## src/rtl/u8u16_pkg.sv

```systemverilog
// shared types and constants for the utf-8 to utf-16 transcoder
package u8u16_pkg;

  // incoming word: one utf-8 byte plus end-of-string flag
  typedef struct packed {
    logic [7:0] byte_in;
    logic       last_byte;
  } in_word_t;

  // outgoing word: one utf-16 code unit
  typedef struct packed {
    logic [15:0] code_unit;
    logic        run_last;
  } out_word_t;

  // finished code point as queued between front and back
  // pair = 1: value holds point minus 0x10000; pair = 0: value[15:0] is the unit
  typedef struct packed {
    logic        pair;
    logic [19:0] value;
  } cp_entry_t;

  // queue status seen by both sides
  typedef struct packed {
    logic full;
    logic empty;
  } q_status_t;

  localparam int QDepth = 4;
  localparam int QAw    = $clog2(QDepth);
  localparam int QCw    = QAw + 1;

  localparam logic [20:0] CpBmpMax   = 21'h00FFFF;
  localparam logic [20:0] CpSuppBase = 21'h010000;
  localparam logic [20:0] CpMax      = 21'h10FFFF;
  localparam logic [15:0] SurrHigh   = 16'hD800;
  localparam logic [15:0] SurrLow    = 16'hDC00;

  localparam logic [1:0] PendNone  = 2'd0;
  localparam logic [1:0] PendOne   = 2'd1;
  localparam logic [1:0] PendTwo   = 2'd2;
  localparam logic [1:0] PendThree = 2'd3;

endpackage

```

## src/rtl/u8u16_front.sv

```systemverilog
// front end: accepts bytes, tracks the sequence and queues finished code points
module u8u16_front (
  input  logic                  clk,
  input  logic                  rst,
  input  logic                  push,
  input  u8u16_pkg::in_word_t   din,
  input  u8u16_pkg::q_status_t  q_stat,
  output logic                  full,
  output logic                  q_push,
  output u8u16_pkg::cp_entry_t  q_wdata
);

  logic [1:0]  bytes_pending;
  logic [20:0] code_accum;
  logic [1:0]  bytes_pending_next;
  logic [20:0] code_accum_next;
  logic        take;
  logic        emit;
  logic        accepted;
  logic [20:0] supp_off;

  assign full     = q_stat.full;
  assign accepted = push && !q_stat.full;

  // classify the byte and build the next accumulator
  always_comb begin
    take               = 1'b1;
    bytes_pending_next = bytes_pending;
    code_accum_next    = code_accum;
    if (bytes_pending != u8u16_pkg::PendNone) begin
      code_accum_next    = {code_accum[14:0], din.byte_in[5:0]};
      bytes_pending_next = bytes_pending - 2'd1;
    end else if (din.byte_in[7] == 1'b0) begin
      code_accum_next    = {13'd0, din.byte_in};
    end else if (din.byte_in[7:5] == 3'b110) begin
      code_accum_next    = {16'd0, din.byte_in[4:0]};
      bytes_pending_next = u8u16_pkg::PendOne;
    end else if (din.byte_in[7:4] == 4'b1110) begin
      code_accum_next    = {17'd0, din.byte_in[3:0]};
      bytes_pending_next = u8u16_pkg::PendTwo;
    end else if (din.byte_in[7:3] == 5'b11110) begin
      code_accum_next    = {18'd0, din.byte_in[2:0]};
      bytes_pending_next = u8u16_pkg::PendThree;
    end else begin
      // stray continuation or invalid lead: skipped
      take = 1'b0;
    end
  end

  assign emit = take && ((bytes_pending_next == u8u16_pkg::PendNone) || din.last_byte);

  // queue entry for the finished point
  assign supp_off      = code_accum_next - u8u16_pkg::CpSuppBase;
  assign q_wdata.pair  = code_accum_next > u8u16_pkg::CpBmpMax;
  assign q_wdata.value = q_wdata.pair ? supp_off[19:0] : {4'd0, code_accum_next[15:0]};
  assign q_push        = accepted && emit && (code_accum_next <= u8u16_pkg::CpMax);

  // sequence state
  always_ff @(posedge clk) begin
    if (rst) begin
      bytes_pending <= u8u16_pkg::PendNone;
      code_accum    <= '0;
    end else if (accepted && take) begin
      if (emit) begin
        bytes_pending <= u8u16_pkg::PendNone;
        code_accum    <= '0;
      end else begin
        bytes_pending <= bytes_pending_next;
        code_accum    <= code_accum_next;
      end
    end
  end

  // a queued point never goes into a full queue
  a_no_push_full: assert property (@(posedge clk) disable iff (rst)
    q_push |-> !q_stat.full) else $error("front pushed into full queue");

  // a queued point is always in range
  a_point_range: assert property (@(posedge clk) disable iff (rst)
    (q_push && q_wdata.pair) |-> (q_wdata.value <= 20'hFFFFF && code_accum_next >= 21'h10000))
    else $error("supplementary point out of range");

  // a pending sequence always holds a nonzero lead bound
  a_pend_after_lead: assert property (@(posedge clk) disable iff (rst)
    (accepted && take && !emit) |=> (bytes_pending != u8u16_pkg::PendNone))
    else $error("pending count lost after lead byte");

endmodule

```

## src/rtl/u8u16_queue.sv

```systemverilog
// short queue of finished code points between front and back
module u8u16_queue (
  input  logic                  clk,
  input  logic                  rst,
  input  logic                  push,
  input  u8u16_pkg::cp_entry_t  wdata,
  input  logic                  pop,
  output u8u16_pkg::cp_entry_t  rdata,
  output u8u16_pkg::q_status_t  stat
);

  u8u16_pkg::cp_entry_t        slots [u8u16_pkg::QDepth];
  logic [u8u16_pkg::QAw-1:0]   wr_ptr;
  logic [u8u16_pkg::QAw-1:0]   rd_ptr;
  logic [u8u16_pkg::QCw-1:0]   count;
  logic                        push_ok;
  logic                        pop_ok;

  assign stat.full  = count == u8u16_pkg::QCw'(u8u16_pkg::QDepth);
  assign stat.empty = count == '0;
  assign push_ok    = push && !stat.full;
  assign pop_ok     = pop && !stat.empty;
  assign rdata      = slots[rd_ptr];

  // entry storage
  always_ff @(posedge clk) begin
    if (push_ok) begin
      slots[wr_ptr] <= wdata;
    end
  end

  // pointers and fill count
  always_ff @(posedge clk) begin
    if (rst) begin
      wr_ptr <= '0;
      rd_ptr <= '0;
      count  <= '0;
    end else begin
      if (push_ok) begin
        wr_ptr <= wr_ptr + 1'b1;
      end
      if (pop_ok) begin
        rd_ptr <= rd_ptr + 1'b1;
      end
      case ({push_ok, pop_ok})
        2'b10:   count <= count + 1'b1;
        2'b01:   count <= count - 1'b1;
        default: count <= count;
      endcase
    end
  end

  a_count_bound: assert property (@(posedge clk) disable iff (rst)
    count <= u8u16_pkg::QCw'(u8u16_pkg::QDepth)) else $error("queue count overflow");

  a_count_up: assert property (@(posedge clk) disable iff (rst)
    (push_ok && !pop_ok) |=> count == $past(count) + 1'b1) else $error("count did not rise");

  a_ptr_gap: assert property (@(posedge clk) disable iff (rst)
    (wr_ptr - rd_ptr) == count[u8u16_pkg::QAw-1:0]) else $error("pointers and count disagree");

endmodule

```

## src/rtl/u8u16_back.sv

```systemverilog
// back end: turns queued code points into utf-16 words behind an output register
module u8u16_back (
  input  logic                  clk,
  input  logic                  rst,
  input  u8u16_pkg::cp_entry_t  q_rdata,
  input  u8u16_pkg::q_status_t  q_stat,
  input  logic                  pop,
  output logic                  q_pop,
  output logic                  empty,
  output u8u16_pkg::out_word_t  dout
);

  logic                  out_valid;
  logic                  half;
  logic                  load;
  logic                  take_head;
  u8u16_pkg::out_word_t  unit_next;

  assign empty     = !out_valid;
  assign load      = !out_valid || pop;
  assign take_head = load && !q_stat.empty;
  assign q_pop     = take_head && (!q_rdata.pair || half);

  // select the unit for the head entry
  always_comb begin
    if (!q_rdata.pair) begin
      unit_next.code_unit = q_rdata.value[15:0];
      unit_next.run_last  = 1'b1;
    end else if (!half) begin
      unit_next.code_unit = u8u16_pkg::SurrHigh | {6'd0, q_rdata.value[19:10]};
      unit_next.run_last  = 1'b0;
    end else begin
      unit_next.code_unit = u8u16_pkg::SurrLow | {6'd0, q_rdata.value[9:0]};
      unit_next.run_last  = 1'b1;
    end
  end

  // output register payload
  always_ff @(posedge clk) begin
    if (take_head) begin
      dout <= unit_next;
    end
  end

  // output valid and surrogate half tracking
  always_ff @(posedge clk) begin
    if (rst) begin
      out_valid <= 1'b0;
      half      <= 1'b0;
    end else if (load) begin
      out_valid <= !q_stat.empty;
      if (take_head) begin
        half <= q_rdata.pair && !half;
      end
    end
  end

  // the low half is still queued while the high half is shown
  a_half_head: assert property (@(posedge clk) disable iff (rst)
    half |-> (!q_stat.empty && q_rdata.pair)) else $error("half set without pair at head");

  a_half_out: assert property (@(posedge clk) disable iff (rst)
    half |-> (out_valid && !dout.run_last)) else $error("half set without high unit shown");

  a_pop_load: assert property (@(posedge clk) disable iff (rst)
    q_pop |-> load) else $error("queue popped while output held");

endmodule

```

## src/rtl/utf8_to_utf16_transcoder_core.sv

```systemverilog
// top level of the utf-8 to utf-16 transcoder
//
//  channel   handshake          payload
//  input     push / full        din  : byte_in[7:0], last_byte
//  output    pop / empty        dout : code_unit[15:0], run_last
//
//  one byte is accepted per cycle while the point queue has room
//  a finished point goes to the point queue, then its first unit to the output register
//  a surrogate pair leaves the output as two units, the high one before the low one
//  the point queue holds four points; input goes on while output stalls until it fills
//  rst is synchronous and clears sequence state, queue pointers and output valid state
module utf8_to_utf16_transcoder_core (
  input  logic                  clk,
  input  logic                  rst,
  input  logic                  push,
  input  u8u16_pkg::in_word_t   din,
  output logic                  full,
  input  logic                  pop,
  output logic                  empty,
  output u8u16_pkg::out_word_t  dout
);

  u8u16_pkg::q_status_t  q_stat;
  u8u16_pkg::cp_entry_t  q_wdata;
  u8u16_pkg::cp_entry_t  q_rdata;
  logic                  q_push;
  logic                  q_pop;

  // byte classification and accumulation
  u8u16_front u_front (
    .clk     (clk),
    .rst     (rst),
    .push    (push),
    .din     (din),
    .q_stat  (q_stat),
    .full    (full),
    .q_push  (q_push),
    .q_wdata (q_wdata)
  );

  // point queue
  u8u16_queue u_queue (
    .clk   (clk),
    .rst   (rst),
    .push  (q_push),
    .wdata (q_wdata),
    .pop   (q_pop),
    .rdata (q_rdata),
    .stat  (q_stat)
  );

  // unit generation and output register
  u8u16_back u_back (
    .clk     (clk),
    .rst     (rst),
    .q_rdata (q_rdata),
    .q_stat  (q_stat),
    .pop     (pop),
    .q_pop   (q_pop),
    .empty   (empty),
    .dout    (dout)
  );

endmodule

```

## config.mk

```make
export PLATFORM = sky130hd
export DESIGN_NAME = utf8_to_utf16_transcoder_core
export DESIGN_NICKNAME = d
export VERILOG_FILES = /design/src/rtl/u8u16_pkg.sv /design/src/rtl/u8u16_front.sv /design/src/rtl/u8u16_queue.sv /design/src/rtl/u8u16_back.sv /design/src/rtl/utf8_to_utf16_transcoder_core.sv
export SDC_FILE = /design/constraint.sdc
export NUM_CORES = 1
export LEC_CHECK = 0
export ABC_AREA = 1
export CORE_MARGIN = 4
export CORE_UTILIZATION = 30
export DETAILED_ROUTE_END_ITERATION = 10
export DONT_BUFFER_PORTS = 1
export HOLD_SLACK_MARGIN = 0.08
export SYNTH_ARGS = -nofsm -noshare
export SYNTH_HDL_FRONTEND = slang
export SYNTH_SLANG_ARGS = --single-unit
```

## constraint.sdc

```tcl
create_clock -name clk -period 3.7 [get_ports clk]
set_clock_uncertainty 0.15 [all_clocks]
set_input_delay 0.925 -clock clk [delete_from_list [all_inputs] [get_ports clk]]
set_output_delay 0.925 -clock clk [all_outputs]
set_load 0.02 [all_outputs]
```

==> results.sh <==
export IMPL_clockRootBuffer="clkbuf_16"
export IMPL_synthFlopType="edfxtp_1"
export IMPL_n_antenna_cell=0
export IMPL_vias=4090
export IMPL_clock_path_buffers=2
export IMPL_die_x_um=149
export IMPL_critPathLaunchType="flop"
export IMPL_end_kind="flop"
export IMPL_wl_per_cell_um=14.8
export IMPL_syn_instance_count=589
export IMPL_cp_top_family="simple AND/OR/NAND/NOR gates"
export IMPL_synth_most_common_cell="nand2_1"
export IMPL_grt_pass1_wl_um=21400
export IMPL_dieArea_um2=22300
export IMPL_ys_seq_elements=135
export IMPL_tightest_slew_ns=0.581
export IMPL_ys_seq_area_share_pct=61.9
export IMPL_layout_nets=635
export IMPL_hpwl_um=8640
export IMPL_die_h_um=149
export IMPL_final_util_pct=36.4
export IMPL_numCtsBuffers=17
export IMPL_worstSkewPairLatency_ns=0.41
export IMPL_rr_startpoint="u_front.bytes_pending[1]"
export IMPL_std_cell_rows=51
export IMPL_cts_tree="built"
export IMPL_setup_viol=0
export IMPL_wirelength_um=13200
export IMPL_layout_min_cycle_time_ns=3.29
export IMPL_syn2layout_area_growth_pct=18.9
export IMPL_cts_hold_buf=0
export IMPL_outcome="finished clean"
export IMPL_cp_slowest_cell="inv_1"
export IMPL_dp_cells=860
export IMPL_coreArea_um2=19600
export IMPL_hold_path_class="reg2reg"
export IMPL_cts_post_setup_buffers_inserted=0
export IMPL_slew_headroom_pct=61.2
export IMPL_post_route_drc_count=0
export IMPL_grt_use_total_pct=12.5
export IMPL_clock_sinks=135
export IMPL_path_class="reg2reg"
export IMPL_cts_max_level=4
export IMPL_p_per_area_nw_per_um2=650
export IMPL_final_cells=892
export IMPL_leakagePower_nw=2.63
export IMPL_slew_violations=0
export IMPL_design_portCount=32
export IMPL_max_cap_violations=0
export IMPL_finalPower_mw=4.63
export IMPL_grt_ovfl_total=0
export IMPL_ir_worst_vdd_mv=0.328
export IMPL_gp_congestion=0.808
export IMPL_synth_edf_count=101
export IMPL_syn_area_um2=6000
export IMPL_crit_chain="nor2_4 > inv_1 > nand2_1 > nand2_1 > inv_1 > ha_1 > nand3_1 > nor2_1 > nand3_1 > nand2_2 > nand2_2 > ha_1 > inv_1 > fa_1 > a21oi_1 > o21ai_0 > o21ai_0 > a21oi_1"
export IMPL_synth_common_cells="nand2_1, edfxtp_1, nor2_1, inv_1, o21ai_0"
export IMPL_worstHoldStart="u_front.code_accum[17]"
export IMPL_post_route_cells_drive_above_1_share_pct=17.5
export IMPL_portBuffers=0
export IMPL_crit_top_cell="inv_1"
export IMPL_grt_max_degree=43
export IMPL_grt_pass1_vias=3979
export IMPL_synth_distinct_cells=42
export IMPL_worstPathArrival_ns=3.43
export IMPL_setup_worst_path_start="u_front.bytes_pending[1]"
export IMPL_crit_buf_inv=3
export IMPL_syn_avg_cell_area_um2=10.2
export IMPL_tns_ns=0
export IMPL_rsz0062_at_grt="false"
export IMPL_critPathMaxFanout=19
export IMPL_cts_resized=0
export IMPL_fmax_mhz=304
export IMPL_post_route_period_util_pct=88.8
export IMPL_via_per_inst=4.59
export IMPL_critPathMaxStageDelay_ns=0.44
export IMPL_drt_iter0_markers=314
export IMPL_ant_nets=0
export IMPL_yosys_warnings=0
export IMPL_first_pass_iters=5
export IMPL_yosys_area_top_type="edfxtp_1"
export IMPL_antenna_found_initial=0
export IMPL_hold_viol=0
export IMPL_synth_area_top_cells="edfxtp_1, dfxtp_1, nand2_1"
export IMPL_ys_async_sr_fraction_pct=0
export IMPL_cp_required_ns=3.85
export IMPL_yosys_area_top_type_share_pct=50.6
export IMPL_clk_pin_slew_worst_paths_ns=0.06
export IMPL_start_util_pct=30.6
export IMPL_syn_nets=610
## layer usage
layer	vias to the layer above	global-route usage [%]	part of all wire, %
met2	92	19.9	46
li1	2063	-	-
met3	12	3.65	4.4
met1	1923	16.9	48
met4	0	3.20	1.1
met5	-	0	0
## layout make-up
class | instances | area (µm²)
Fill cell | 1958 | 12500
Sequential cell | 135 | 3710
Multi-Input combinational cell | 366 | 1940
Clock buffer | 18 | 429
Tap cell | 265 | 332
Timing Repair Buffer | 30 | 288
Inverter | 64 | 240
Clock inverter | 14 | 188
## cell usage in the layout, fill, tap and decap left out, types with 2 or more instances in the layout
cell and n:
edfxtp_1 101, nand4_1 5, nor2_4 4, o21ai_2 3, buf_4 25, inv_6 5, nand3_1 27, o21ai_1 2
nor2_1 56, nor2_2 7, dfxtp_1 34, o22ai_1 10, bufinv_16 3, inv_2 10, buf_12 5, nand2_2 10
clkinv_4 3, clkbuf_16 17, a21oi_1 39, nand2_4 3, nand3_2 5, ha_1 7, a32o_1 5, o221ai_1 5
clkinv_1 2, o21ai_0 49, nand2_1 114, inv_8 2, xor2_1 2, inv_1 52
## through the flow
step | hold WS (ns) | worst slack (ns) | cell area (µm²)
2_1_floorplan | 0.286 | -0.0634 | 6000
3_3_place_gp | 0.296 | 0.0862 | 6510
3_5_place_dp | 0.300 | 0.0568 | 6510
4_1_cts | 0.309 | 0.427 | 7130
5_1_grt | 0.338 | 0.0639 | 7130
6_report | 0.306 | 0.414 | 7130
## logic make-up after synthesis
group / synth area share (%)
and+or+nand+nor: 18.2
DFF: 61.9
AOI/OAI and AO/OA: 11.8
buffers and inverters: 5.97
adders and majority gates: 1.79
xor gates and xnor gates: 0.292
## tightest hold or removal path, cell delays in order (launching register included)
cell and delay, ns:
dfxtp_1 0.31, nand2_1 0.06, a21oi_1 0.05
## power by group
group          internal, mW  switching, mW  total [mW]  leakage [nW]
combinational         0.245          0.567       0.812          1.14
sequential             1.89          0.184        2.07          1.19
clock                  1.08          0.670        1.75         0.304
total                  3.21           1.42        4.63          2.63
## flip-flops by register name, summed over array words and instances, names as in the netlist, 2 cells and up, named ones only
signal,flops
u_queue.count,3
u_queue.rd_ptr,2
u_back.dout,17
u_queue.slots,84
u_queue.wr_ptr,2
u_front.code_accum,21
u_front.bytes_pending,2
## path summary, 6_finish.rpt
check	endpoint	slack, ns	depth (start not counted)
worst max-delay path	u_queue.count[2]	0.41	18
worst min-delay path	u_front.code_accum[17]	0.31	2
worst max register to register	u_queue.count[2]	0.41	18
worst min register to register	u_front.code_accum[17]	0.31	2
Note: power is estimated with default switching activity, not from simulation.
